$ cat src/rtl/tfp_pkg.sv
`timescale 1ns / 1ps
// ----------------------------------------------------------------------------
// tfp_pkg: shared types and constants of the tuner frequency planner
// Rate table, range limits, status codes and the stage payload structs.
// ----------------------------------------------------------------------------
package tfp_pkg;

   localparam int RATE_SLOTS = 16;

   localparam logic [25:0] SR_MIN_SPS = 26'd100;
   localparam logic [25:0] SR_MAX_SPS = 26'd45000000;
   localparam logic signed [24:0] IF_MIN_KHZ = 25'sd950000;
   localparam logic signed [24:0] IF_MAX_KHZ = 25'sd2150000;
   localparam logic [7:0] FALLBACK_RATE_MHZ = 8'd200;
   localparam logic [22:0] COARSE_OFFSET_KHZ = 23'd40000;
   localparam logic [22:0] COARSE_STEP_KHZ = 23'd10000;

   localparam logic CSR_LNB_LO = 1'b0;
   localparam logic CSR_LNB_UNC = 1'b1;

   typedef enum logic [1:0] {
      STATUS_OK       = 2'd0,
      STATUS_SR_RANGE = 2'd1,
      STATUS_IF_RANGE = 2'd2
   } status_type;

   function automatic logic [7:0] rate_mhz(input logic [3:0] idx);
      logic [7:0] r;
      case (idx)
         4'd0:    r = 8'd200;
         4'd1:    r = 8'd192;
         4'd2:    r = 8'd193;
         4'd3:    r = 8'd194;
         4'd4:    r = 8'd195;
         4'd5:    r = 8'd196;
         4'd6:    r = 8'd204;
         4'd7:    r = 8'd205;
         4'd8:    r = 8'd206;
         4'd9:    r = 8'd207;
         4'd10:   r = 8'd197;
         4'd11:   r = 8'd198;
         4'd12:   r = 8'd199;
         4'd13:   r = 8'd201;
         4'd14:   r = 8'd202;
         4'd15:   r = 8'd203;
         default: r = FALLBACK_RATE_MHZ;
      endcase
      return r;
   endfunction

   // Quarter of the sample rate in kHz.
   function automatic logic [15:0] step4_khz(input logic [3:0] idx);
      return 16'(rate_mhz(idx)) * 16'd250;
   endfunction

   typedef struct packed {
      status_type                          status;
      logic [25:0]                         sr;
      logic [32:0]                         hw40;
      logic [RATE_SLOTS-1:0][22:0]         rem;
      logic [RATE_SLOTS-1:0][5:0]          quo;
      logic [22:0]                         crem;
      logic [7:0]                          cquo;
   } lane_type;

   typedef struct packed {
      status_type                          status;
      logic [25:0]                         sr;
      logic [7:0]                          cquo;
      logic [15:0]                         fine;
      logic [RATE_SLOTS-1:0]               div4;
      logic [RATE_SLOTS-1:0]               div2;
   } spur_type;

   typedef struct packed {
      status_type                          status;
      logic [7:0]                          adc;
      logic [7:0]                          coarse;
      logic [28:0]                         dsym;
      logic [28:0]                         rsym;
      logic [20:0]                         qsym;
      logic [17:0]                         dfine;
      logic [18:0]                         rfine;
      logic [11:0]                         qfine;
   } div_type;

endpackage

$ cat src/rtl/tfp_lanes.sv
`timescale 1ns / 1ps
// ----------------------------------------------------------------------------
// tfp_lanes: one stage of the constant-divisor lanes
// Retires two quotient bits of IF / (fs/4) per rate lane and up to three
// bits of the coarse 10 MHz division.
// ----------------------------------------------------------------------------
module tfp_lanes #(
   parameter int STAGE = 0,
   parameter int NR    = 10
) (
   input  logic              clock,
   input  logic              reset,
   input  logic              in_valid,
   output logic              in_ready,
   input  tfp_pkg::lane_type in_data,
   output logic              out_valid,
   input  logic              out_ready,
   output tfp_pkg::lane_type out_data
);
   import tfp_pkg::*;

   logic     valid_ff;
   lane_type data_ff;
   lane_type data_in;

   assign in_ready  = !valid_ff || out_ready;
   assign out_valid = valid_ff;
   assign out_data  = data_ff;

   always_comb begin
      logic [22:0] trial;
      int          b;
      data_in = in_data;
      for (int i = 0; i < NR; i++) begin
         for (int j = 0; j < 2; j++) begin
            b = 5 - 2 * STAGE - j;
            if (b >= 0) begin
               trial = 23'(step4_khz(4'(i))) << b;
               if (data_in.rem[i] >= trial) begin
                  data_in.rem[i]    = data_in.rem[i] - trial;
                  data_in.quo[i][b] = 1'b1;
               end
            end
         end
      end
      for (int j = 0; j < 3; j++) begin
         b = 7 - 3 * STAGE - j;
         if (b >= 0) begin
            trial = COARSE_STEP_KHZ << b;
            if (data_in.crem >= trial) begin
               data_in.crem    = data_in.crem - trial;
               data_in.cquo[b] = 1'b1;
            end
         end
      end
   end

   always_ff @(posedge clock) begin
      if (reset) begin
         valid_ff <= 1'b0;
      end else if (in_ready) begin
         valid_ff <= in_valid;
      end
   end

   always_ff @(posedge clock) begin
      if (in_valid && in_ready) begin
         data_ff <= data_in;
      end
   end
endmodule

$ cat config.mk
export PLATFORM = sky130hd
export DESIGN_NAME = tfp_lanes
export DESIGN_NICKNAME = d
export VERILOG_FILES = /design/src/rtl/tfp_pkg.sv /design/src/rtl/tfp_lanes.sv
export SDC_FILE = /design/constraint.sdc
export NUM_CORES = 1
export LEC_CHECK = 0
export BUFFER_PORTS_ARGS = -buffer_cell sky130_fd_sc_hd__buf_2
export CAP_MARGIN = 30
export CORE_AREA = 8 8 426 428
export DETAILED_ROUTE_END_ITERATION = 16
export DIE_AREA = 0 0 434 436
export REMOVE_ABC_BUFFERS = 1
export SETUP_SLACK_MARGIN = 0.02
export SYNTH_ARGS = -nofsm -noshare
export SYNTH_HDL_FRONTEND = slang
export SYNTH_SLANG_ARGS = --single-unit
$ cat constraint.sdc
create_clock -name clock -period 19.65 [get_ports clock]
set_input_delay 1.965 -clock clock [delete_from_list [all_inputs] [get_ports clock]]
set_output_delay 1.965 -clock clock [all_outputs]
set_load 0.02 [all_outputs]
Word-level counts from Yosys, hierarchy flattened
Cells that the tools add are included.
{"block": "word_totals", "regBits": 557, "input_bits": 560, "elab_cells": 133}
{"block": "classes", "n_addsub": 23, "n_lt_le_gt_ge": 23, "n_mux": 23, "reduce_logical": 3}
{"operator": "$mux W23", "count": 22}
{"operator": "$ge A23 B20 Y1 const B", "count": 11}
{"operator": "$ge A23 B21 Y1 const B", "count": 11}
{"operator": "$sub A23 B20 Y23 const B", "count": 11}
{"operator": "$sub A23 B21 Y23 const B", "count": 11}
{"operator": "$mux W24", "count": 1}
{"operator": "$ge A23 B19 Y1 const B", "count": 1}
{"operator": "$sub A23 B19 Y23 const B", "count": 1}
{"operator": "$logic_and A1 B1 Y1", "count": 1}
{"operator": "$logic_not A1 Y1", "count": 1}
{"operator": "$logic_or A1 B1 Y1", "count": 1}

Depth between registers and ports, before layout
{"block": "depth", "depth_word": 6, "depth_mapped": 19, "depth_no_buf": 18}

Least setup slack after synthesis
No wires, ideal clock.
{"block": "synth_path", "path_kind": "input -> register", "from": "in out_ready", "to": "reg data_ff (netlist bit out_data[0]) (enable)", "setup_ps": 992, "arrival_ps": 14801, "required_time_ps": 18658, "slack_ps": 3858, "cell_stages": 2, "path_cell_list": "nand2b_1 -> and2_1"}
{"block": "synth_via", "elab_chain_len": 2}
{"item": "from (decl)", "line": "tfp_lanes.sv:17", "source": "input logic out_ready,"}
{"item": "$logic_or A1 B1 Y1", "line": "tfp_lanes.sv:26", "source": "assign in_ready = !valid_ff || out_ready;"}
{"item": "$logic_and A1 B1 Y1", "line": "tfp_lanes.sv:67", "source": "if (in_valid && in_ready) begin"}
{"item": "to (signal assigned)", "line": "tfp_lanes.sv:68", "source": "data_ff <= data_in;"}
{"item": "to (decl)", "line": "tfp_lanes.sv:23", "source": "lane_type data_ff;"}
No other way between the ends.
A chain may end at the register's enable or synchronous reset.

==> metrics <==
CP endpoint kind=register; placed cell count=5713; sequential fraction of the synthesis area=0.603; hold-fix buffers at CTS=0; period utilization=0.338; flop and latch count out of synthesis=557; Hold Crit Class=register to register; WP data required=~20000 ps; synth-to-layout area growth=39.4%; Syn Std Cell Area=27700 µm²; Period minus WS final=6640 ps; R2R Path End=out_data[234]; max cap viols=0; Worst Hold Depth=2; TritonCTS clock tree=yes; Hold Crit Start=out_valid; peak supply drop=0.0000495 V; final WL=170 mm; clk slew on worst S/H paths=70 ps; Die Y=436 µm; Vias=25000; Initial Util=0.158; Fin Hold WS=774 ps; total CTS buffers=73; root buf cell=clkbuf_16; NumNets Final=between 4000 and 5000; Critical Path Fanout Max=11; Pleak=around 15 nW; Final ANT Viol Nets=0; ys async rst share=0; final setup fails=0; YS warnings=0; routed length per instance=between 20 and 30 µm; Core ar.=about 170000 µm²; TritonRoute pass-1 iters=6; gr usage total=0.169; PostCTS Resize Cnt=0; setup repair after global routing missed its margin=false; Worst EP arrival=7050 ps; commonest non-fill, non-tap cells in the layout=buf_2, edfxtp_1, nand2_1; kind of critical path=input pin to register; depth of the most critical reg-to-reg path=5; most used flip-flop cell after synthesis=edfxtp_1; Hold Path Sink=out_valid; initial antenna violation count=135; non-filler cells, final=~5900; Clock Skews=21.8 ps; number of global-route vias before repair=about 23000; commonest non-fill, non-tap cell in the layout=buf_2; Iter 0 DRT Violations=roughly 2400; die area=189000 µm²; die width=~430 µm; H-tree depth=3; synth unique cells=105; grt ovf=0; Layout Utilization=0.221; Fmax=151 MHz; global-route wire length before repair=~220 mm; Worst Setup Start Kind=input pin; share of layout cells above drive strength 1=0.377; Slew Viols, Final=0; CTS Buffer Depth=3; Final WS setup=13010 ps; syn_area_per_cell=about 12 µm²; CTS sink count=approximately 560; Power Density=96.0 nW/µm²; largest net degree at the start of global routing=~150; Setup TNS=0 ps; Setup Slack @ Placement=12400 ps; EDFF count, synth=roughly 560; dpl hpwl=146 mm; GP Congestion=0.986; Worst-Skew Late Latency=670 ps; final hold viol count=0; status=finished clean; drt via density=4.26; Setup Fix Bufs, Post-CTS=0; worst slew pin tran=1030 ps; IO Pins=1118; Max-slew headroom=0.314; DRC=0; Post-Syn Instances=2316; r2r startpoint=out_valid; num rows=roughly 150; Port Buffers=~1100; setup slack, reg-to-reg=15880 ps
==> Yosys cell counts (6+ instances only) <==
library cell / number / area (µm²)
edfxtp_1: 556 / 16700
nand2_1: 201 / 754
nor2_1: 200 / 751
xnor2_1: 192 / 1680
o21ai_0: 109 / 546
a21oi_1: 100 / 500
xor2_1: 87 / 762
nand3_1: 65 / 325
inv_1: 64 / 240
clkbuf_1: 58 / 218
nor3_1: 58 / 290
nand2b_1: 41 / 257
mux2i_1: 29 / 290
a31oi_1: 28 / 175
nor4_1: 27 / 169
a211oi_1: 25 / 188
ha_1: 25 / 313
nor2b_1: 25 / 156
a21o_1: 24 / 180
and3_1: 23 / 144
or2_2: 22 / 138
and2_1: 19 / 119
or3_1: 19 / 119
nand4_1: 17 / 106
mux2_2: 16 / 180
or4_1: 16 / 120
o31ai_1: 15 / 113
buf_2: 14 / 70.1
nand3b_1: 13 / 97.6
nor3b_1: 13 / 97.6
o211ai_1: 13 / 97.6
and4_1: 11 / 96.3
o21bai_1: 11 / 82.6
a311oi_1: 10 / 87.6
o22ai_1: 10 / 62.6
o21a_1: 9 / 67.6
o21ai_1: 9 / 45.0
a21boi_0: 8 / 60.1
a22oi_1: 8 / 60.1
nand4b_1: 8 / 70.1
o311ai_0: 7 / 61.3
o22a_1: 6 / 52.6
==> stage by stage <==
stage | power [mW] | instance area (µm²)
after floorplan | 1.96 | 27400
after global placement | 2.30 | 36000
after detailed placement | 2.30 | 36100
after CTS | 3.78 | 38600
after global routing | 3.86 | 38600
final | 3.71 | 38600
==> where the power goes <==
part           switching, mW  internal [mW]  leakage (nW)  total, mW
clock network          0.580          0.853          1.21       1.43
logic                  0.526          0.250          8.53      0.776
registers             0.0522           1.45          5.36       1.50
total                   1.16           2.55          15.1       3.71
==> how the worst max path moves through the flow <==
stage | startpoint | to | slack [ps] | depth (start not counted)
after global routing | in_data[19] | out_data[27] | 12700 | 18
after detailed placement | in_data[19] | out_data[27] | 12400 | 18
after floorplan | out_ready | out_data[0] | 3860 | 2
after CTS | in_data[19] | out_data[27] | 13190 | 18
after global placement | in_data[19] | out_data[27] | 12500 | 18
final | in_data[19] | out_data[27] | 13010 | 18
==> logic make-up after synthesis <==
logic type / count (synthesis) / share of synthesized area
buffers and inverters: 141 / 0.0205
flip-flops: 557 / 0.603
adder cells (fa/ha/maj): 25 / 0.0113
AND/OR/NAND/NOR: 800 / 0.145
XOR/XNOR: 280 / 0.0890
AO/OA/AOI/OAI: 467 / 0.114
multiplexers: 46 / 0.0174
==> cell type report <==
class                           instances  area (µm²)
Fill cell                           19100      136000
Sequential cell                       557       16700
Multi-Input combinational cell       1618       10400
Timing Repair Buffer                 1134        5750
Tap cell                             2340        2930
Clock buffer                           81        1880
Clock inverter                         51         629
Inverter                               64         240
Antenna cell                           19        47.5
==> critical path: stages <==
cell	delay, ps
buf_2	150
inv_1	140
ha_1	310
nor3b_2	420
o21ai_1	230
nand2b_1	390
nor2_2	470
o2bb2ai_1	230
o211a_2	340
nor2_1	540
xnor2_1	220
ha_1	250
nand3_1	120
o2bb2ai_1	350
o311ai_4	200
a31oi_4	370
nor2_1	80
mux2_2	260
==> state kept, by name, summed over array words and instances, names as in the netlist <==
register,cells
out_data,556
out_valid,1
==> layer usage <==
metal	GRT usage	part of all wire	routed length, µm
met2	0.303	0.51	86200
met4	0.0545	0.036	6080
met3	0.0494	0.089	15100
met5	0	0.00048	82
met1	0.191	0.37	62200
Note: power is estimated with default switching activity, not from simulation.
