## src/rtl/tfp_pkg.sv

```systemverilog
`timescale 1ns / 1ps
// ----------------------------------------------------------------------------
// tfp_pkg: shared types and constants of the tuner frequency planner
// Rate table, range limits, status codes and the stage payload structs.
// ----------------------------------------------------------------------------
package tfp_pkg;

   localparam int RATE_SLOTS = 16;

   localparam logic [25:0] SR_MIN_SPS = 26'd100;
   localparam logic [25:0] SR_MAX_SPS = 26'd45000000;
   localparam logic signed [24:0] IF_MIN_KHZ = 25'sd950000;
   localparam logic signed [24:0] IF_MAX_KHZ = 25'sd2150000;
   localparam logic [7:0] FALLBACK_RATE_MHZ = 8'd200;
   localparam logic [22:0] COARSE_OFFSET_KHZ = 23'd40000;
   localparam logic [22:0] COARSE_STEP_KHZ = 23'd10000;

   localparam logic CSR_LNB_LO = 1'b0;
   localparam logic CSR_LNB_UNC = 1'b1;

   typedef enum logic [1:0] {
      STATUS_OK       = 2'd0,
      STATUS_SR_RANGE = 2'd1,
      STATUS_IF_RANGE = 2'd2
   } status_type;

   function automatic logic [7:0] rate_mhz(input logic [3:0] idx);
      logic [7:0] r;
      case (idx)
         4'd0:    r = 8'd200;
         4'd1:    r = 8'd192;
         4'd2:    r = 8'd193;
         4'd3:    r = 8'd194;
         4'd4:    r = 8'd195;
         4'd5:    r = 8'd196;
         4'd6:    r = 8'd204;
         4'd7:    r = 8'd205;
         4'd8:    r = 8'd206;
         4'd9:    r = 8'd207;
         4'd10:   r = 8'd197;
         4'd11:   r = 8'd198;
         4'd12:   r = 8'd199;
         4'd13:   r = 8'd201;
         4'd14:   r = 8'd202;
         4'd15:   r = 8'd203;
         default: r = FALLBACK_RATE_MHZ;
      endcase
      return r;
   endfunction

   // Quarter of the sample rate in kHz.
   function automatic logic [15:0] step4_khz(input logic [3:0] idx);
      return 16'(rate_mhz(idx)) * 16'd250;
   endfunction

   typedef struct packed {
      status_type                          status;
      logic [25:0]                         sr;
      logic [32:0]                         hw40;
      logic [RATE_SLOTS-1:0][22:0]         rem;
      logic [RATE_SLOTS-1:0][5:0]          quo;
      logic [22:0]                         crem;
      logic [7:0]                          cquo;
   } lane_type;

   typedef struct packed {
      status_type                          status;
      logic [25:0]                         sr;
      logic [7:0]                          cquo;
      logic [15:0]                         fine;
      logic [RATE_SLOTS-1:0]               div4;
      logic [RATE_SLOTS-1:0]               div2;
   } spur_type;

   typedef struct packed {
      status_type                          status;
      logic [7:0]                          adc;
      logic [7:0]                          coarse;
      logic [28:0]                         dsym;
      logic [28:0]                         rsym;
      logic [20:0]                         qsym;
      logic [17:0]                         dfine;
      logic [18:0]                         rfine;
      logic [11:0]                         qfine;
   } div_type;

endpackage

```

## src/rtl/tfp_select.sv

```systemverilog
`timescale 1ns / 1ps
// ----------------------------------------------------------------------------
// tfp_select: sample rate choice
// Picks the ADC rate from the interferer flags and seeds both dividers.
// ----------------------------------------------------------------------------
module tfp_select #(
   parameter int NR = 10
) (
   input  logic              clock,
   input  logic              reset,
   input  logic              in_valid,
   output logic              in_ready,
   input  tfp_pkg::spur_type in_data,
   output logic              out_valid,
   input  logic              out_ready,
   output tfp_pkg::div_type  out_data
);
   import tfp_pkg::*;

   logic    valid_ff;
   div_type data_ff;
   div_type data_in;

   assign in_ready  = !valid_ff || out_ready;
   assign out_valid = valid_ff;
   assign out_data  = data_ff;

   always_comb begin
      logic       all_hit;
      logic       found;
      logic       ok;
      logic [7:0] fs;
      logic       good;
      all_hit = 1'b1;
      for (int i = 0; i < NR; i++) begin
         all_hit = all_hit && (in_data.div2[i] || in_data.div4[i]);
      end
      found = 1'b0;
      fs    = FALLBACK_RATE_MHZ;
      for (int i = 0; i < NR; i++) begin
         ok = all_hit ? !in_data.div2[i] : !(in_data.div2[i] || in_data.div4[i]);
         if (ok && !found) begin
            found = 1'b1;
            fs    = rate_mhz(4'(i));
         end
      end
      good = (in_data.status == STATUS_OK);
      data_in.status = in_data.status;
      data_in.adc    = good ? fs : 8'd0;
      data_in.coarse = good ? in_data.cquo : 8'd0;
      data_in.dsym   = 29'(fs) * 29'd1000000;
      data_in.dfine  = 18'(fs) * 18'd1000;
      // The upper quotient bits are known to be zero, so the dividers start
      // with the dividend already shifted in.
      data_in.rsym   = good ? {1'b0, in_data.sr, 2'b00} : 29'd0;
      data_in.rfine  = good ? {1'b0, in_data.fine, 2'b00} : 19'd0;
      data_in.qsym   = '0;
      data_in.qfine  = '0;
   end

   always_ff @(posedge clock) begin
      if (reset) begin
         valid_ff <= 1'b0;
      end else if (in_ready) begin
         valid_ff <= in_valid;
      end
   end

   always_ff @(posedge clock) begin
      if (in_valid && in_ready) begin
         data_ff <= data_in;
      end
   end
endmodule

```

## config.mk

```make
export PLATFORM = sky130hd
export DESIGN_NAME = tfp_select
export DESIGN_NICKNAME = d
export VERILOG_FILES = /design/src/rtl/tfp_pkg.sv /design/src/rtl/tfp_select.sv
export SDC_FILE = /design/constraint.sdc
export NUM_CORES = 1
export LEC_CHECK = 0
export BUFFER_PORTS_ARGS = -buffer_cell sky130_fd_sc_hd__buf_2
export CAP_MARGIN = 20
export CELL_PAD_IN_SITES_DETAIL_PLACEMENT = 1
export CELL_PAD_IN_SITES_GLOBAL_PLACEMENT = 1
export CORE_AREA = 5 5 135 137
export DETAILED_ROUTE_END_ITERATION = 7
export DIE_AREA = 0 0 140 142
export PLACE_DENSITY = 0.79
export SYNTH_ARGS = -nofsm -noshare
export SYNTH_HDL_FRONTEND = slang
export SYNTH_SLANG_ARGS = --single-unit
```

## constraint.sdc

```tcl
create_clock -name clock -period 6.1 [get_ports clock]
set_input_delay 0.61 -clock clock [delete_from_list [all_inputs] [get_ports clock]]
set_output_delay 0.61 -clock clock [all_outputs]
set_load 0.02 [all_outputs]
```

---- Word-level counts from Yosys, hierarchy flattened ----
Cells that the tools add are included.
word-level totals
  ROM bits ................................ 0
  RAM bits ................................ 0
  bits in latches ......................... 0
  output and inout bits ................... 148
  bits in registers ....................... 104
  word-level logic and storage cells ...... 101
  memories kept ........................... 0
  input port bits ......................... 88
cells by class
  equal/unequal tests ..................... 0
  $lt $le $gt $ge ......................... 0
  multipliers ............................. 2
  reduce and logical (&&, ||, !) cells .... 61
  multiplexer cells ....................... 28
  bitwise logic cells ..................... 0
  $add $sub $neg .......................... 0
  shift-type cells ........................ 0
  div/mod/pow operators ................... 0
operators by type and width
  kind                     count
  $mux W8                  8
  $logic_not A1 Y1         30
  $mul A8 B14 Y22 const B  1
  $logic_and A1 B1 Y1      19
  $mux W1                  19
  $mul A8 B7 Y15 const B   1
  $logic_or A1 B1 Y1       11
  $mux W4                  1
  $logic_not A2 Y1         1

---- Longest topological paths before layout ----
  word-level depth ........................ 40
  mapped depth ............................ 22
  mapped depth without buffers ............ 21

---- Worst setup path after synthesis ----
Ideal clock, no wire load.
  path kind ............................... in2reg
  start ................................... input in_data[18] in the netlist's numbering
  end ..................................... register data_ff, in the netlist out_data[45] (data pin)
  arrival ................................. 6.002 ns
  path buffers ............................ 1
  library setup time ...................... 0.259 ns
  cell stages on the path ................. 19
  required time ........................... 5.841 ns
  path slack .............................. -0.161 ns
  cells stage by stage .................... nor2_1 -> nor4_2 -> buf_6 -> a31oi_1 -> or3b_2 -> o21ai_0 -> fa_1 -> inv_1 -> fa_1 -> fa_1 -> inv_1 -> ha_1 -> inv_1 -> ha_1 -> a31o_2 -> a211o_1 -> a21o_1 -> a21oi_1 -> xnor2_1
RTL lines
  element               line              RTL
  from (decl)           tfp_select.sv:13  input tfp_pkg::spur_type in_data,
  to (signal assigned)  tfp_select.sv:71  data_ff <= data_in;
  to (decl)             tfp_select.sv:21  div_type data_ff;

==> summary.txt <==
Status
  – Status: complete, no violations

Clocking
  – CTS tree: yes
  – Worst-case clock buffer depth: 2
  – Hold buffer count at CTS: 0
  – Clock-pin transition on the worst setup and hold timing paths: roughly 0.07 ns
  – CTS buffer count: 9
  – Cell at the root of the clock tree: sky130_fd_sc_hd__clkbuf_16
  – H-tree depth reported by CTS: 3
  – Insertion delay of the later-clocked pin in the worst-skew pair: ~0.34 ns
  – Clock sinks: 91
  – Post CTS Setup Buffer Count: 0

GRT
  – Overall routing resource usage: 0.139
  – Antenna violations before repair: 0
  – Via count of the first global-routing pass: ~4,000
  – Congestion Overflow GR: 0
  – Wire length of the first global-routing pass: between 20 and 25 mm
  – Maximum number of pins on one net before global-route repair: approximately 80

Place
  – Final HPWL from detailed placement: 11.5 mm
  – Placer Congestion: between 0.9 and 1
  – Worst-case setup slack after placement: -0.318 ns
  – Port Buf Inserts: 170
  – DP Area: approximately 0.0064 sq mm
  – Placed cell count: 837

Cells and area
  – Commonest non-fill, non-tap cells in the layout: 170 x sky130_fd_sc_hd__buf_2, 90 x sky130_fd_sc_hd__edfxtp_1, 53 x sky130_fd_sc_hd__conb_1
  – Final instance area: roughly 0.0067 sq mm
  – Final Non-Filler Cells: roughly 850
  – Number of antenna diodes: 0
  – Signed area change from the synthesized netlist to the final layout: 22.5%
  – Most common cell after layout, fill and taps aside: sky130_fd_sc_hd__buf_2
  – Fraction of final layout cells with drive strength greater than 1: 0.345
  – Total Nets Final: ~770
  – Fillers: between 1,500 and 2,000

Die
  – Die boundary height: 142 um
  – Core box area: 0.0169 sq mm
  – Die Outline Area: 0.0199 sq mm
  – Total number of placement rows: 48
  – Initial core utilization: 0.322
  – Die outline width: between 100 and 150 um
  – Number of ports placed on the die boundary: about 240

STA
  – Setup repair after global routing missed its margin: false
  – Worst max-slew margin expressed relative to the limit: 0.353
  – Skew final: 0.00565 ns
  – Setup WS post-layout: between 0.4 and 0.5 ns
  – Number of endpoints with negative hold slack in the final report: 0
  – Final-layout worst hold slack: 0.422 ns
  – Crit path time final: between 5 and 6 ns
  – Period Utilization, post-route: 0.929
  – Number of max-slew violations in the final report: 0
  – Tightest Pin Transition: roughly 0.97 ns
  – Maximum clock frequency: about 180 MHz
  – Setup Viol. Count Final: 0

Route
  – Number of remaining DRC errors: 0
  – Total length of routed wires: approximately 14 mm
  – Detail-routed net length per standard cell: about 17 um
  – Via count: between 3,000 and 4,000
  – Post-route ant nets: 0
  – DRC marker count from the first detailed-route iteration: 168
  – Pre-Repair DR Iteration Count: 4
  – Number of vias per cell after detailed routing: about 4.5

Power and ir drop
  – Leakage power figure: approximately 3.1 nW
  – P_sw: about 0.00074 W
  – Combinational share of power: 0.357
  – Part of the total power dissipated in the clock network: 0.253
  – Switching Fraction: 0.353
  – Power density cells: approximately 310 mW/mm^2
  – Worst vdd rail ir drop: between 150 and 200 uV
  – Sequential share of power: 0.389
  – Pint: 0.00135 W

Setup path
  – Maximum fanout along the worst path: 13
  – Required time worst endpoint: 6.19 ns
  – Critical path endpoint category: register
  – Critical path class: input pin to register
  – Worst EP arrival: between 5 and 6 ns
  – Critical Path Start Type: input pin

Logic synthesis
  – Post-synthesis cell type count: 55
  – Post-synthesis cell area: about 0.0054 sq mm
  – Main flop type after synthesis: sky130_fd_sc_hd__edfxtp_1
  – Flop and latch count out of synthesis: ~90
  – Post-synthesis average cell area: 12.2 sq um
  – Post-synthesis sequential area ratio: 0.500
  – Share of Yosys cell area claimed by the top area cell type: 0.496
  – Dominant cells by area after synthesis: sky130_fd_sc_hd__edfxtp_1 50%, sky130_fd_sc_hd__ha_1 11%, sky130_fd_sc_hd__buf_4 7.7%
  – Area leader, netlist: sky130_fd_sc_hd__edfxtp_1
  – Warnings, synthesis: 0
  – Number of synthesized flops with an enable pin: 90
  – Proportion of synthesized flip-flops having asynchronous set or reset: 0
  – Syn Inst Count: around 450

Job
  – Total of max-cap violations: 0

Min path
  – Class of the tightest hold or removal check: input pin to register
==> power groups by stage <==
stage	sequential, W	combinational [W]	clock [W]
finish	0.000814	0.000747	0.000529
global route	0.000820	0.000830	0.000584
CTS	0.000816	0.000758	0.000549
detailed placement	0.000829	0.000751	0
global placement	0.000829	0.000722	0
floorplan	0.000928	0.000444	0
==> worst paths after layout <==
kind / end / startpoint / slack [ns] / cells past startpoint
max: out_data[45] / in_data[18] / 0.43 / 21
min: out_valid / reset / 0.42 / 2
max reg2reg: out_data[96] / out_valid / 4.19 / 3
min reg2reg: out_valid / out_valid / 0.53 / 2
==> through the flow <==
step,setup TNS (ns),total power [W],util
final,0,0.00209,0.394
after CTS,0,0.00212,0.393
after global placement,-0.0524,0.00155,0.376
after detailed placement,-1.11,0.00158,0.376
after global routing,0,0.00223,0.394
after floorplan,0,0.00137,-
==> per-layer routing <==
layer	vias up	global-route usage	wire length, um
met3	9	0.0413	1290
met4	0	0.0260	99
met1	1833	0.178	6090
li1	1795	-	-
met2	189	0.236	6630
met5	-	0	0
==> repair_timing <==
item	in CTS	in global routing
hold endpoints to repair	0	0
resized for setup	0	1
endpoints found under the setup margin	0	2
==> final cells by class <==
| cell class | instances | area, sq um | share of cell area |
|---|---|---|---|
| clock buffer | 10 | 229 | 0.0343 |
| clock inverter | 6 | 56.3 | 0.00843 |
| tap | 225 | 282 | 0.0422 |
| inverter | 38 | 145 | 0.0217 |
| sequential | 91 | 2720 | 0.408 |
| multi-input combinational | 305 | 2320 | 0.348 |
| timing repair buffer | 179 | 918 | 0.138 |
==> critical path, stage by stage <==
cell	delay, ns
sky130_fd_sc_hd__buf_2	0.10
sky130_fd_sc_hd__nor2_1	0.29
sky130_fd_sc_hd__nor4_4	0.16
sky130_fd_sc_hd__a31oi_1	0.28
sky130_fd_sc_hd__or3b_2	0.51
sky130_fd_sc_hd__o211ai_1	0.18
sky130_fd_sc_hd__and3_2	0.23
sky130_fd_sc_hd__inv_2	0.05
sky130_fd_sc_hd__fa_1	0.52
sky130_fd_sc_hd__inv_1	0.10
sky130_fd_sc_hd__fa_1	0.47
sky130_fd_sc_hd__fa_1	0.51
sky130_fd_sc_hd__inv_1	0.04
sky130_fd_sc_hd__ha_1	0.27
sky130_fd_sc_hd__inv_1	0.04
sky130_fd_sc_hd__ha_1	0.33
sky130_fd_sc_hd__a31o_2	0.26
sky130_fd_sc_hd__a211o_1	0.32
sky130_fd_sc_hd__a21o_1	0.19
sky130_fd_sc_hd__a21oi_1	0.21
sky130_fd_sc_hd__xnor2_1	0.09
==> sequential cells by signal, summed over array words and instances, names as in the netlist <==
register	flops
out_valid	1
out_data	90
==> logic make-up (layout without fill, tap and decap cells) <==
logic type	Yosys count	in the layout	synth area share
and+or+nand+nor	112	112	0.118
buffers and inverters	101	233	0.111
DFF	91	91	0.500
AOI/OAI and AO/OA	63	63	0.0854
adders and majority gates	62	62	0.160
xor gates and xnor gates	14	14	0.0225
other	2	53	0.00138
muxes	1	1	0.00184
==> cell usage after synthesis, types with 2 or more instances <==
library cell / n
sky130_fd_sc_hd__a31oi_1: 7
sky130_fd_sc_hd__a21oi_1: 13
sky130_fd_sc_hd__or2_2: 2
sky130_fd_sc_hd__buf_4: 56
sky130_fd_sc_hd__a21boi_0: 3
sky130_fd_sc_hd__o21ai_0: 8
sky130_fd_sc_hd__ha_1: 49
sky130_fd_sc_hd__nor3_1: 5
sky130_fd_sc_hd__clkbuf_1: 5
sky130_fd_sc_hd__a211o_1: 2
sky130_fd_sc_hd__nand3_1: 2
sky130_fd_sc_hd__o211ai_1: 3
sky130_fd_sc_hd__xor2_1: 9
sky130_fd_sc_hd__fa_1: 13
sky130_fd_sc_hd__and2_1: 51
sky130_fd_sc_hd__nand3b_1: 3
sky130_fd_sc_hd__inv_1: 36
sky130_fd_sc_hd__nor2_1: 26
sky130_fd_sc_hd__edfxtp_1: 90
sky130_fd_sc_hd__conb_1: 2
sky130_fd_sc_hd__nand2_1: 10
sky130_fd_sc_hd__a21o_1: 7
sky130_fd_sc_hd__nand4_1: 3
sky130_fd_sc_hd__a31o_2: 5
sky130_fd_sc_hd__xnor2_1: 5
sky130_fd_sc_hd__buf_6: 2
(Power assumes the default switching activity.)
