File: config.mk
export PLATFORM = sky130hd
export DESIGN_NAME = tfp_div
export DESIGN_NICKNAME = d
export VERILOG_FILES = /design/src/rtl/tfp_pkg.sv /design/src/rtl/tfp_div.sv
export SDC_FILE = /design/constraint.sdc
export NUM_CORES = 1
export LEC_CHECK = 0
export BUFFER_PORTS_ARGS = -buffer_cell sky130_fd_sc_hd__buf_2
export CAP_MARGIN = 20
export CORE_MARGIN = 2
export CORE_UTILIZATION = 45
export DETAILED_ROUTE_END_ITERATION = 8
export PLACE_DENSITY_LB_ADDON = 0.05
export SKIP_CTS_REPAIR_TIMING = 1
export SYNTH_ARGS = -nofsm -noshare
export SYNTH_HDL_FRONTEND = slang
export SYNTH_SLANG_ARGS = --single-unit
File: constraint.sdc
create_clock -name clock -period 28.4 [get_ports clock]
set_input_delay 2.84 -clock clock [delete_from_list [all_inputs] [get_ports clock]]
set_output_delay 2.84 -clock clock [all_outputs]
set_load 0.005 [all_outputs]
File: src/rtl/tfp_pkg.sv
`timescale 1ns / 1ps
// ----------------------------------------------------------------------------
// tfp_pkg: shared types and constants of the tuner frequency planner
// Rate table, range limits, status codes and the stage payload structs.
// ----------------------------------------------------------------------------
package tfp_pkg;

   localparam int RATE_SLOTS = 16;

   localparam logic [25:0] SR_MIN_SPS = 26'd100;
   localparam logic [25:0] SR_MAX_SPS = 26'd45000000;
   localparam logic signed [24:0] IF_MIN_KHZ = 25'sd950000;
   localparam logic signed [24:0] IF_MAX_KHZ = 25'sd2150000;
   localparam logic [7:0] FALLBACK_RATE_MHZ = 8'd200;
   localparam logic [22:0] COARSE_OFFSET_KHZ = 23'd40000;
   localparam logic [22:0] COARSE_STEP_KHZ = 23'd10000;

   localparam logic CSR_LNB_LO = 1'b0;
   localparam logic CSR_LNB_UNC = 1'b1;

   typedef enum logic [1:0] {
      STATUS_OK       = 2'd0,
      STATUS_SR_RANGE = 2'd1,
      STATUS_IF_RANGE = 2'd2
   } status_type;

   function automatic logic [7:0] rate_mhz(input logic [3:0] idx);
      logic [7:0] r;
      case (idx)
         4'd0:    r = 8'd200;
         4'd1:    r = 8'd192;
         4'd2:    r = 8'd193;
         4'd3:    r = 8'd194;
         4'd4:    r = 8'd195;
         4'd5:    r = 8'd196;
         4'd6:    r = 8'd204;
         4'd7:    r = 8'd205;
         4'd8:    r = 8'd206;
         4'd9:    r = 8'd207;
         4'd10:   r = 8'd197;
         4'd11:   r = 8'd198;
         4'd12:   r = 8'd199;
         4'd13:   r = 8'd201;
         4'd14:   r = 8'd202;
         4'd15:   r = 8'd203;
         default: r = FALLBACK_RATE_MHZ;
      endcase
      return r;
   endfunction

   // Quarter of the sample rate in kHz.
   function automatic logic [15:0] step4_khz(input logic [3:0] idx);
      return 16'(rate_mhz(idx)) * 16'd250;
   endfunction

   typedef struct packed {
      status_type                          status;
      logic [25:0]                         sr;
      logic [32:0]                         hw40;
      logic [RATE_SLOTS-1:0][22:0]         rem;
      logic [RATE_SLOTS-1:0][5:0]          quo;
      logic [22:0]                         crem;
      logic [7:0]                          cquo;
   } lane_type;

   typedef struct packed {
      status_type                          status;
      logic [25:0]                         sr;
      logic [7:0]                          cquo;
      logic [15:0]                         fine;
      logic [RATE_SLOTS-1:0]               div4;
      logic [RATE_SLOTS-1:0]               div2;
   } spur_type;

   typedef struct packed {
      status_type                          status;
      logic [7:0]                          adc;
      logic [7:0]                          coarse;
      logic [28:0]                         dsym;
      logic [28:0]                         rsym;
      logic [20:0]                         qsym;
      logic [17:0]                         dfine;
      logic [18:0]                         rfine;
      logic [11:0]                         qfine;
   } div_type;

endpackage

File: src/rtl/tfp_div.sv
`timescale 1ns / 1ps
// ----------------------------------------------------------------------------
// tfp_div: one stage of the restoring dividers
// Retires up to four bits of the symbol-rate quotient and two of the fine quotient.
// ----------------------------------------------------------------------------
module tfp_div #(
   parameter int STAGE = 0
) (
   input  logic             clock,
   input  logic             reset,
   input  logic             in_valid,
   output logic             in_ready,
   input  tfp_pkg::div_type in_data,
   output logic             out_valid,
   input  logic             out_ready,
   output tfp_pkg::div_type out_data
);
   import tfp_pkg::*;

   logic    valid_ff;
   div_type data_ff;
   div_type data_in;

   assign in_ready  = !valid_ff || out_ready;
   assign out_valid = valid_ff;
   assign out_data  = data_ff;

   always_comb begin
      logic [28:0] rs;
      logic [18:0] rf;
      int          k;
      data_in = in_data;
      for (int j = 0; j < 4; j++) begin
         k = STAGE * 4 + j;
         if (k < 21) begin
            rs = {data_in.rsym[27:0], 1'b0};
            if (rs >= data_in.dsym) begin
               data_in.rsym       = rs - data_in.dsym;
               data_in.qsym[20-k] = 1'b1;
            end else begin
               data_in.rsym = rs;
            end
         end
      end
      for (int j = 0; j < 2; j++) begin
         k = STAGE * 2 + j;
         if (k < 12) begin
            rf = {data_in.rfine[17:0], 1'b0};
            if (rf >= {1'b0, data_in.dfine}) begin
               data_in.rfine       = rf - {1'b0, data_in.dfine};
               data_in.qfine[11-k] = 1'b1;
            end else begin
               data_in.rfine = rf;
            end
         end
      end
   end

   always_ff @(posedge clock) begin
      if (reset) begin
         valid_ff <= 1'b0;
      end else if (in_ready) begin
         valid_ff <= in_valid;
      end
   end

   always_ff @(posedge clock) begin
      if (in_valid && in_ready) begin
         data_ff <= data_in;
      end
   end
endmodule

# Yosys cells after proc, flatten, opt, wreduce, memory -nomap -nowiden
# Cells that the tools add are included.
# op_classes
n_addsub,6
magnitude_cmp,6
muxes,6
n_reduce_logical,3
# op_table
op,count
$ge 29x29->1,4
$mux 28,3
$sub 28x28->28,3
$ge 19x18->1,2
$mux 29,1
$sub 29x29->29,1
$mux 19,1
$sub 19x18->19,1
$mux 18,1
$sub 18x18->18,1
$logic_and 1x1->1,1
$logic_not 1->1,1
$logic_or 1x1->1,1
# word_totals
ff_bits,147
in_bits,150
output_inout_bits,148
elab_cells,39

# Longest topological paths before layout
# Gate-level depths: netlist (run 1).
# logic_depth
depth_word,8
ltp_mapped,51

# Worst setup path after synthesis (run 1)
# Ideal clock, no wire load.
# synth_timing
path_kind,input to register
from,in in_data[100] in the netlist's numbering
to,reg data_ff (netlist bit out_data[93]) (data pin)
setup_ps,260
t_arrival_ps,11570
t_required_ps,28140
path_slack_ps,16570
path_stages,44
path_buffers,9
path_cell_list,inv_1 -> ha_1 -> nor2b_1 -> o2111ai_1 -> a211oi_2 -> o21ai_2 -> a21oi_2 -> a21o_1 -> buf_6 -> buf_12 -> buf_6 -> mux2_2 -> ha_1 -> a21oi_1 -> a32oi_1 -> nand2_1 -> o31ai_1 -> a21o_1 -> [... 8 more ...] -> nor2_1 -> o31a_1 -> a31o_2 -> buf_2 -> mux2_2 -> ha_1 -> clkbuf_1 -> nand3_1 -> a211oi_1 -> o21a_1 -> o2111ai_1 -> a32oi_1 -> a21oi_1 -> o211ai_1 -> a21o_1 -> buf_4 -> buf_2 -> mux2_2
# synth_rtl
element,line_no,rtl
start: declaration,tfp_div.sv:13,"input tfp_pkg::div_type in_data,"
end signal: assignment,tfp_div.sv:69,data_ff <= data_in;
end: declaration,tfp_div.sv:21,div_type data_ff;

==> results.yml, run 1 <==
floorplanning:
  ios: 298
  die_w_um: 179
  core_um2: 30300
  die_h_um: 179
  start_util: 0.454
  num_rows: 64
  die_area_um2: 32100
power:
  power.internal_mw: 0.870
  seqPwrFrac: 0.213
  power_frac_comb: 0.634
  power.density_nw_per_um2: 92.2
  sw_frac_of_total: 0.418
  power_leakage_nw: 7.29
  peakVddDrop_mv: 0.0597
  power_frac_clock: 0.153
  switching_power_mw: 0.625
global_route:
  grt_max_degree: 81
  grt_use_total: 0.242
  grt_pass1_wl_um: 59800
  first_global_vias: 11200
  antenna_found_initial: 0
  grt_overflow: 0
cts:
  path_clk_slew_ns: 0.06
  cts-root-buf: "clkbuf_16"
  cts_buffer_depth: 2
  clock_latency_ns: 0.43
  numCtsBuffers: 17
  htree_levels: 4
  cts_tree: "yes"
  clock_sinks: 147
timing:
  slew_violations: 0
  fin_crit_sh: 0.490
  post-route-min-period_ns: 13.91
  setup_viol: 0
  max_freq_mhz: 71.9
  finalHoldViolations: 0
  clock_skew_ns: 0.0127
  rsz0062_at_grt: "false"
  setup_tns_ns: 0
  max_slew_margin: 0.200
  worst_slew_pin_slew_ns: 1.20
synth:
  synth_cell_type_count: 82
  synth_top_cell_area_share: 0.318
  synth_edf_count: 146
  seq_area_frac_synth: 0.319
  postSynthCellCount: 1451
  async_flop_share: 0
  synth-main-ff-cell: "edfxtp_1"
  yosys_warnings: 0
  ys_ff_latch: 147
  synth_area_um2: 13800
  yosysTopAreaCell: "edfxtp_1"
  synth.net_count: 1751
  avgSynthCellArea_um2: 9.50
  synth.area.top_cells: "edfxtp_1, ha_1, mux2_2"
drt:
  wirelength_um: 39900
  wl_per_cell_um: 18.6
  vias: 11900
  drt_iter0_drc: 735
  routed_via_density: 5.56
  route.detailed.drc: 0
  first_pass_iters: 5
  drtAntennaViolNets: 0
setup_path:
  worstSetupStartpoint: "in_data[113]"
  setup.worst_path.class: "in2reg"
  start_kind: "input port"
  cp_slowest_cell: "o31ai_1"
  critPathMaxFanout: 49
  crit_required_ns: 28.57
  cp_slowest_stage_delay_ns: 0.66
  cp_data_arrival_time_ns: 14.08
  r2r_start: "out_valid"
  endpoint_kind: "flop"
placement:
  gp_congestion: 0.907
  portBuffers: 295
  dp_hpwl_um: 32700
  dp_cells: 2118
layout:
  layout.nets: 2041
  antenna_cells: 0
  layout-drive-gt1-share: 0.261
  layout.cells.non_filler: 2149
  syn_to_final_growth_pct: 17.6
hold_path:
  hp-class: "reg2reg"
  hold_path.startpoint: "out_valid"
run_status:
  outcome: "finished clean"
job:
  cap_violations: 0
cell usage in the layout (no fill, tap or decap), drive strengths merged, types with 13 or more instances in the layout:
master	Yosys	routed
nand2	70	70
or3	13	13
o211ai	13	13
nand2b	26	26
o21ai	86	86
o21a	25	25
xor2	40	40
o21bai	21	21
a21oi	132	132
ha	148	148
nor2b	13	13
nand4	24	24
clkbuf	11	17
a211oi	17	17
xnor2	81	81
nor3	19	19
mux2	88	88
nor2	111	111
a21o	66	66
a31oi	13	13
nand3	31	31
inv	97	106
buf	20	302
edfxtp	146	146
and2	13	13
through the flow:
stage / area [um2] / total power, mW / hold slack, ns / worst slack, ns / util
floorplan: 13800 / 1.05 / 0.522 / 16.57 / -
global placement: 15600 / 1.25 / 0.496 / 14.00 / 0.515
detailed placement: 15600 / 1.26 / 0.514 / 14.09 / 0.515
CTS: 16200 / 1.50 / 0.522 / 14.47 / 0.534
global route: 16200 / 1.62 / 0.553 / 13.57 / 0.534
finish: 16200 / 1.49 / 0.522 / 14.49 / 0.534
critical path, delay by kind of cell:
| family | cells | cell delay, ns |
|---|---|---|
| buffers and inverters | 6 | 1.76 |
| and+or+nand+nor | 3 | 0.31 |
| AOI/OAI and AO/OA | 24 | 5.88 |
| adders and majority gates | 4 | 1.65 |
| muxes | 4 | 1.52 |
registers in the layout, summed over array words and instances (netlist names):
name,count
out_valid,1
out_data,146
Yosys cell counts (6+ instances only):
| cell | count |
|---|---|
| a21o_1 | 66 |
| nand3b_1 | 6 |
| clkbuf_1 | 11 |
| o211ai_1 | 12 |
| mux2_2 | 82 |
| edfxtp_1 | 146 |
| nor2_1 | 109 |
| and2_1 | 13 |
| xnor2_1 | 81 |
| inv_1 | 97 |
| a21oi_2 | 6 |
| nor2b_1 | 13 |
| and4_1 | 7 |
| ha_1 | 148 |
| o21ai_0 | 80 |
| or2_2 | 6 |
| o21bai_1 | 21 |
| a21boi_0 | 6 |
| mux2_4 | 6 |
| a31oi_1 | 13 |
| nand3_1 | 31 |
| nand4_1 | 24 |
| o21a_1 | 25 |
| nor3_1 | 19 |
| buf_2 | 11 |
| nand2_1 | 68 |
| or3_1 | 13 |
| nor4_1 | 6 |
| mux2i_1 | 6 |
| and3_1 | 9 |
| o31ai_1 | 8 |
| a21oi_1 | 126 |
| a211oi_1 | 15 |
| nand2b_1 | 26 |
| xor2_1 | 40 |
final cells by class:
| class | count | area (um2) |
|---|---|---|
| clock buffers | 17 | 425 |
| clock inverters | 14 | 168 |
| fillers | 2896 | 14100 |
| inverters | 97 | 364 |
| multi-input cells | 1176 | 8830 |
| flip-flops and latches | 147 | 4400 |
| well taps | 396 | 495 |
| repair buffers | 302 | 1530 |
metal layers:
metal  wire length (um)  GRT usage
met5                  0          0
met4               1080     0.0755
met3               2120     0.0344
met2              18700      0.417
met1              18000      0.314
power by group through the flow:
stage / clock (mW) / sequential [mW] / combinational (mW)
after floorplan: 0 / 0.330 / 0.718
after global placement: 0 / 0.323 / 0.932
after detailed placement: 0 / 0.324 / 0.935
after CTS: 0.232 / 0.319 / 0.947
after global routing: 0.242 / 0.322 / 1.05
final: 0.228 / 0.319 / 0.948
cells by family (layout without fill, tap and decap cells):
group	Yosys count	count (layout)	share of synthesized area
compound gates	448	448	0.218
xor+xnor	121	121	0.0769
fa+ha+maj	150	150	0.137
buf+inv	128	430	0.0400
flops	147	147	0.319
mux	94	94	0.0779
simple gates	363	363	0.131
final timing paths:
path | to | slack (ns) | cells after the start
setup / recovery | out_data[83] | 14.49 | 41
hold / removal | out_valid | 0.52 | 2
setup reg to reg | out_data[75] | 25.88 | 3
hold reg to reg | out_valid | 0.52 | 2
No activity file was read; power rests on OpenSTA's default activity.
==> run 2, diff against run 1 <==
--- a/config.mk
+++ b/config.mk
@@ -5,6 +5,7 @@
 export SDC_FILE = /design/constraint.sdc
 export NUM_CORES = 1
 export LEC_CHECK = 0
+export ABC_AREA = 1
 export BUFFER_PORTS_ARGS = -buffer_cell sky130_fd_sc_hd__buf_2
 export CAP_MARGIN = 20
 export CORE_MARGIN = 2
==> constraint.sdc (replaced) <==
create_clock -name clock -period 11.69 [get_ports clock]
set_input_delay 1.169 -clock clock [delete_from_list [all_inputs] [get_ports clock]]
set_output_delay 1.169 -clock clock [all_outputs]
set_load 0.005 [all_outputs]
==> results.yml, run 2 <==
global_route:
  grt_pass1_wl_um: 82300
  grt_max_degree: 85
  grt_overflow: 0
  antenna_found_initial: 3
  grt_use_total: 0.294
  first_global_vias: 15300
timing:
  clock_skew_ns: 0.0112
  setup_viol: 0
  max_freq_mhz: 99.9
  rsz0062_at_grt: "false"
  finalHoldViolations: 0
  max_slew_margin: 0.275
  slew_violations: 0
  setup_tns_ns: 0
  fin_crit_sh: 0.856
  post-route-min-period_ns: 10.01
  worst_slew_pin_slew_ns: 1.09
setup_path:
  cp_slowest_cell: "nor2_2"
  r2r_start: "out_valid"
  crit_required_ns: 11.90
  cp_slowest_stage_delay_ns: 0.62
  cp_data_arrival_time_ns: 10.22
  worstSetupStartpoint: "in_data[105]"
  crit_top_cell: "nand2_1"
  r2r_end: "out_data[111]"
  ff2ff_setup_slack_ns: 9.16
  critPathCapture: "out_data[95]"
  start_kind: "input port"
  ff2ff_path_depth: 3
  setup.worst_path.class: "in2reg"
  critPathMaxFanout: 32
  endpoint_kind: "flop"
cts:
  path_clk_slew_ns: 0.07
  clock_latency_ns: 0.46
  cts-root-buf: "clkbuf_16"
  numCtsBuffers: 17
  cts_tree: "yes"
  htree_levels: 4
  clock_sinks: 147
  cts_buffer_depth: 2
drt:
  wl_per_cell_um: 17.8
  routed_via_density: 5.31
  drt_iter0_drc: 1333
  wirelength_um: 54200
  route.detailed.drc: 0
  vias: 16200
  first_pass_iters: 6
  drtAntennaViolNets: 0
power:
  power_mw: 4.08
  power.density_nw_per_um2: 223
  peakVddDrop_mv: 0.283
  power_leakage_nw: 9.46
synth:
  synthAdderAreaFrac: 0.120
  avgSynthCellArea_um2: 6.91
  synth.net_count: 2584
  synth_compound_area_frac: 0.108
  synth-main-ff-cell: "edfxtp_1"
  yosys-top-cells-count: "nand2_1, inv_1, nand3_1, a21oi_1, ha_1"
  yosys_warnings: 0
  ys_ff_latch: 147
  synth.area.top_cells: "edfxtp_1, nand2_1, ha_1"
  synthMuxAreaShare: 0
  async_flop_share: 0
  synth_top_family_by_area: "simple AND/OR/NAND/NOR gates"
  seq_area_frac_synth: 0.279
  synth_area_um2: 15800
  synth_edf_count: 146
  synth_most_common_cell: "nand2_1"
  yosys.area_share.xor_xnor: 0.0561
  synth_simple_gate_area_frac: 0.350
  synth_cell_type_count: 49
  yosysTopAreaCell: "edfxtp_1"
  synth_top_cell_area_share: 0.278
  postSynthCellCount: 2284
layout:
  layout.nets: 2874
  final_cell_mix: "nand2_1, inv_1, buf_2"
  final_cell_area_um2: 18300
  final_common_cell: "nand2_1"
  utilization: 0.529
  layout-drive-gt1-share: 0.153
  layout.cells.non_filler: 3043
  largest_reg_flops: 146
  syn_to_final_growth_pct: 15.9
floorplanning:
  die_h_um: 191
  ios: 298
  die_w_um: 191
  core_um2: 34500
  num_rows: 68
  start_util: 0.457
  die_area_um2: 36600
run_status:
  outcome: "finished clean"
placement:
  gp_congestion: 0.959
  dp_cells: 3010
  dp_hpwl_um: 45800
  portBuffers: 295
  place_area_um2: 17700
hold_path:
  hp-class: "reg2reg"
job:
  cap_violations: 0
==> run 2: cell types whose count changed after synthesis, moves of 32 or more <==
cell	previous run	this run
nand3_1	31	190
mux2_2	82	0
xnor2_1	81	44
nor2_1	109	145
and2_1	13	45
a21oi_1	126	163
inv_1	97	295
a21o_1	66	19
nand2_1	68	709
==> run 2: per-layer routing <==
metal  wire length (um)  part of all wire  vias to the layer above  global-route usage
li1                   -                 -                     8169                   -
met1              22200              0.41                     7333               0.348
met2              27000              0.50                      568               0.541
met3               3390             0.062                       91              0.0424
met4               1650             0.030                        0              0.0976
met5                  0                 0                        -                   0
==> run 2: logic make-up after synthesis <==
logic type | count (synthesis)
xor+xnor | 101
simple gates | 1249
compound gates | 304
buf+inv | 333
flops | 147
fa+ha+maj | 150
==> run 2: worst min path at each step <==
stage / depth (start not counted) / end / from / slack (ns)
after global placement: 2 / out_valid / out_valid / 0.51
after global routing: 2 / out_valid / out_valid / 0.61
after detailed placement: 2 / out_valid / out_valid / 0.57
after floorplan: 2 / out_valid / out_valid / 0.51
final: 2 / out_valid / out_valid / 0.57
after CTS: 2 / out_valid / out_valid / 0.58
==> run 2: through the flow <==
step	hold slack [ns]	worst slack, ns
2_1_floorplan	0.507	2.76
3_3_place_gp	0.512	1.48
3_5_place_dp	0.573	1.34
4_1_cts	0.580	1.80
5_1_grt	0.609	0.858
6_report	0.566	1.68
==> run 2: area by class of cell <==
class / instances / area [um2]
Tap cell: 455 / 569
Timing Repair Buffer: 304 / 1540
Clock inverter: 15 / 183
Fill cell: 3631 / 16300
Multi-Input combinational cell: 1804 / 10000
Sequential cell: 147 / 4400
Antenna cell: 1 / 2.50
Inverter: 300 / 1140
Clock buffer: 17 / 425
==> run 2: worst max-delay path: cells and delay by family <==
family / cells / cell delay, ns
compound gates: 3 / 0.65
fa+ha+maj: 4 / 1.36
buf+inv: 7 / 1.23
simple gates: 31 / 5.76
==> run 2: report_power, final <==
part / internal [mW] / switching, mW / leakage [nW]
clock network: 0.291 / 0.284 / 0.293
registers: 0.750 / 0.0211 / 1.42
logic: 0.978 / 1.76 / 7.75
total: 2.02 / 2.07 / 9.46
==> run 3, diff against run 2 <==
--- a/config.mk
+++ b/config.mk
@@ -11,6 +11,7 @@
 export CORE_MARGIN = 2
 export CORE_UTILIZATION = 45
 export DETAILED_ROUTE_END_ITERATION = 8
+export GPL_TIMING_DRIVEN = 0
 export PLACE_DENSITY_LB_ADDON = 0.05
 export SKIP_CTS_REPAIR_TIMING = 1
 export SYNTH_ARGS = -nofsm -noshare
==> results.yml, run 3 (synthesis results as in run 2) <==
run_status:
  outcome: "finished clean"
cts:
  clock_sinks: 147
  numCtsBuffers: 17
  clock_latency_ns: 0.45
  cts-root-buf: "clkbuf_16"
  cts_tree: "yes"
  path_clk_slew_ns: 0.07
  htree_levels: 4
  cts_buffer_depth: 2
setup_path:
  endpoint_kind: "flop"
  start_kind: "input port"
  setup.worst_path.class: "in2reg"
  crit_required_ns: 11.90
  crit_family: "simple AND/OR/NAND/NOR gates"
  crit_buf_inv: 11
  crit_top_cell: "nand2_1"
  ff2ff_path_depth: 3
  cp_slowest_stage_delay_ns: 0.62
  cp_num_cells: 47
  ff2ff_setup_slack_ns: 9.88
  critPathMaxFanout: 10
  cp_slowest_cell: "o21ai_0"
  cp_data_arrival_time_ns: 9.90
drt:
  drt_iter0_drc: 1321
  wirelength_um: 56200
  route.detailed.drc: 0
  routed_via_density: 5.34
  drtAntennaViolNets: 0
  vias: 16400
  wl_per_cell_um: 18.3
  first_pass_iters: 6
global_route:
  grt_use_total: 0.308
  first_global_vias: 15500
  grt_overflow: 0
  grt_pass1_wl_um: 85300
  grt_max_degree: 31
  antenna_found_initial: 6
floorplanning:
  core_um2: 34500
  die_w_um: 191
  num_rows: 68
  die_h_um: 191
  ios: 298
  start_util: 0.457
  die_area_um2: 36600
timing:
  max_slew_margin: 0.450
  slew_violations: 0
  setup_slack_ns: 2.00
  finalHoldViolations: 0
  rsz0062_at_grt: "false"
  post-route-min-period_ns: 9.69
  max_freq_mhz: 103
  clock_skew_ns: 0.00849
  fin_crit_sh: 0.829
  worst_slew_pin_slew_ns: 0.818
  setup_viol: 0
hold_path:
  hp-class: "reg2reg"
  worst_hold_path.num_cells: 2
power:
  power_leakage_nw: 9.61
  seqPwrFrac: 0.184
  power.internal_mw: 2.06
  sw_frac_of_total: 0.508
  power.density_nw_per_um2: 225
  power_frac_clock: 0.140
  power_mw: 4.18
  power_frac_comb: 0.676
  peakVddDrop_mv: 0.202
  switching_power_mw: 2.13
job:
  cap_violations: 0
placement:
  gp_congestion: 0.971
  portBuffers: 295
  dp_hpwl_um: 48300
  dp_slack_ns: 1.70
layout:
  largest_reg_flops: 146
  layout.nets: 2903
  final_common_cell: "nand2_1"
  layout-drive-gt1-share: 0.162
  final_cell_mix: "nand2_1, buf_2, inv_1"
  syn_to_final_growth_pct: 17.7
-- run 3: changes by cell type in the layout (fill, tap and decap cells not counted), moves of 2 or more --
cell / previous run / this run
buf_16: 0 / 2
buf_6: 0 / 7
clkinvlp_4: 1 / 3
buf_4: 9 / 4
buf_2: 295 / 315
inv_6: 2 / 6
clkinv_4: 3 / 0
inv_8: 6 / 2
buf_12: 0 / 3
-- run 3: final timing paths --
check | startpoint | end
setup / recovery | in_data[102] | out_data[77]
hold / removal | out_valid | out_valid
setup reg to reg | out_valid | out_data[1]
hold reg to reg | out_valid | out_valid
-- run 3: through the flow --
| stage | cells | util | instance area [um2] | setup TNS (ns) | hold WS (ns) |
|---|---|---|---|---|---|
| finish | 3073 | 0.538 | 18600 | 0 | 0.537 |
| global route | 3073 | 0.538 | 18600 | 0 | 0.588 |
| CTS | 3071 | 0.537 | 18600 | 0 | 0.538 |
| detailed placement | 3039 | 0.520 | 17900 | 0 | 0.528 |
| global placement | 3034 | 0.516 | 17800 | -18.14 | 0.475 |
| floorplan | 2284 | - | 15800 | 0 | 0.507 |
-- run 3: per-layer routing --
metal / share of wire / track usage / vias up
li1: - / - / 8232
met1: 0.42 / 0.376 / 7404
met4: 0.041 / 0.134 / 0
met2: 0.47 / 0.539 / 647
met5: 0 / 0 / -
met3: 0.063 / 0.0431 / 130
-- run 3: power groups by stage --
stage          Clock (mW)  Combinational, mW  Sequential, mW
2_1_floorplan           0               1.97           0.807
6_report            0.587               2.83           0.770
5_1_grt             0.616               3.18           0.779
3_3_place_gp            0               2.76           0.790
4_1_cts             0.598               2.80           0.771
3_5_place_dp            0               2.78           0.781
-- run 3: final cells by class --
cell class	count	area (um2)
sequential	147	4400
clock inverter	15	191
fill	3560	16000
inverter	300	1140
multi-input combinational	1804	10000
timing repair buffer	300	1590
antenna	2	5.00
clock buffer	17	425
tap	455	569
buffer	33	228
-- run 3: worst reg2reg max path: cells and delay by family (launching register included) --
kind	cells	cell delay, ns
compound gates	1	0.62
flops	1	0.35
buf+inv	2	0.51
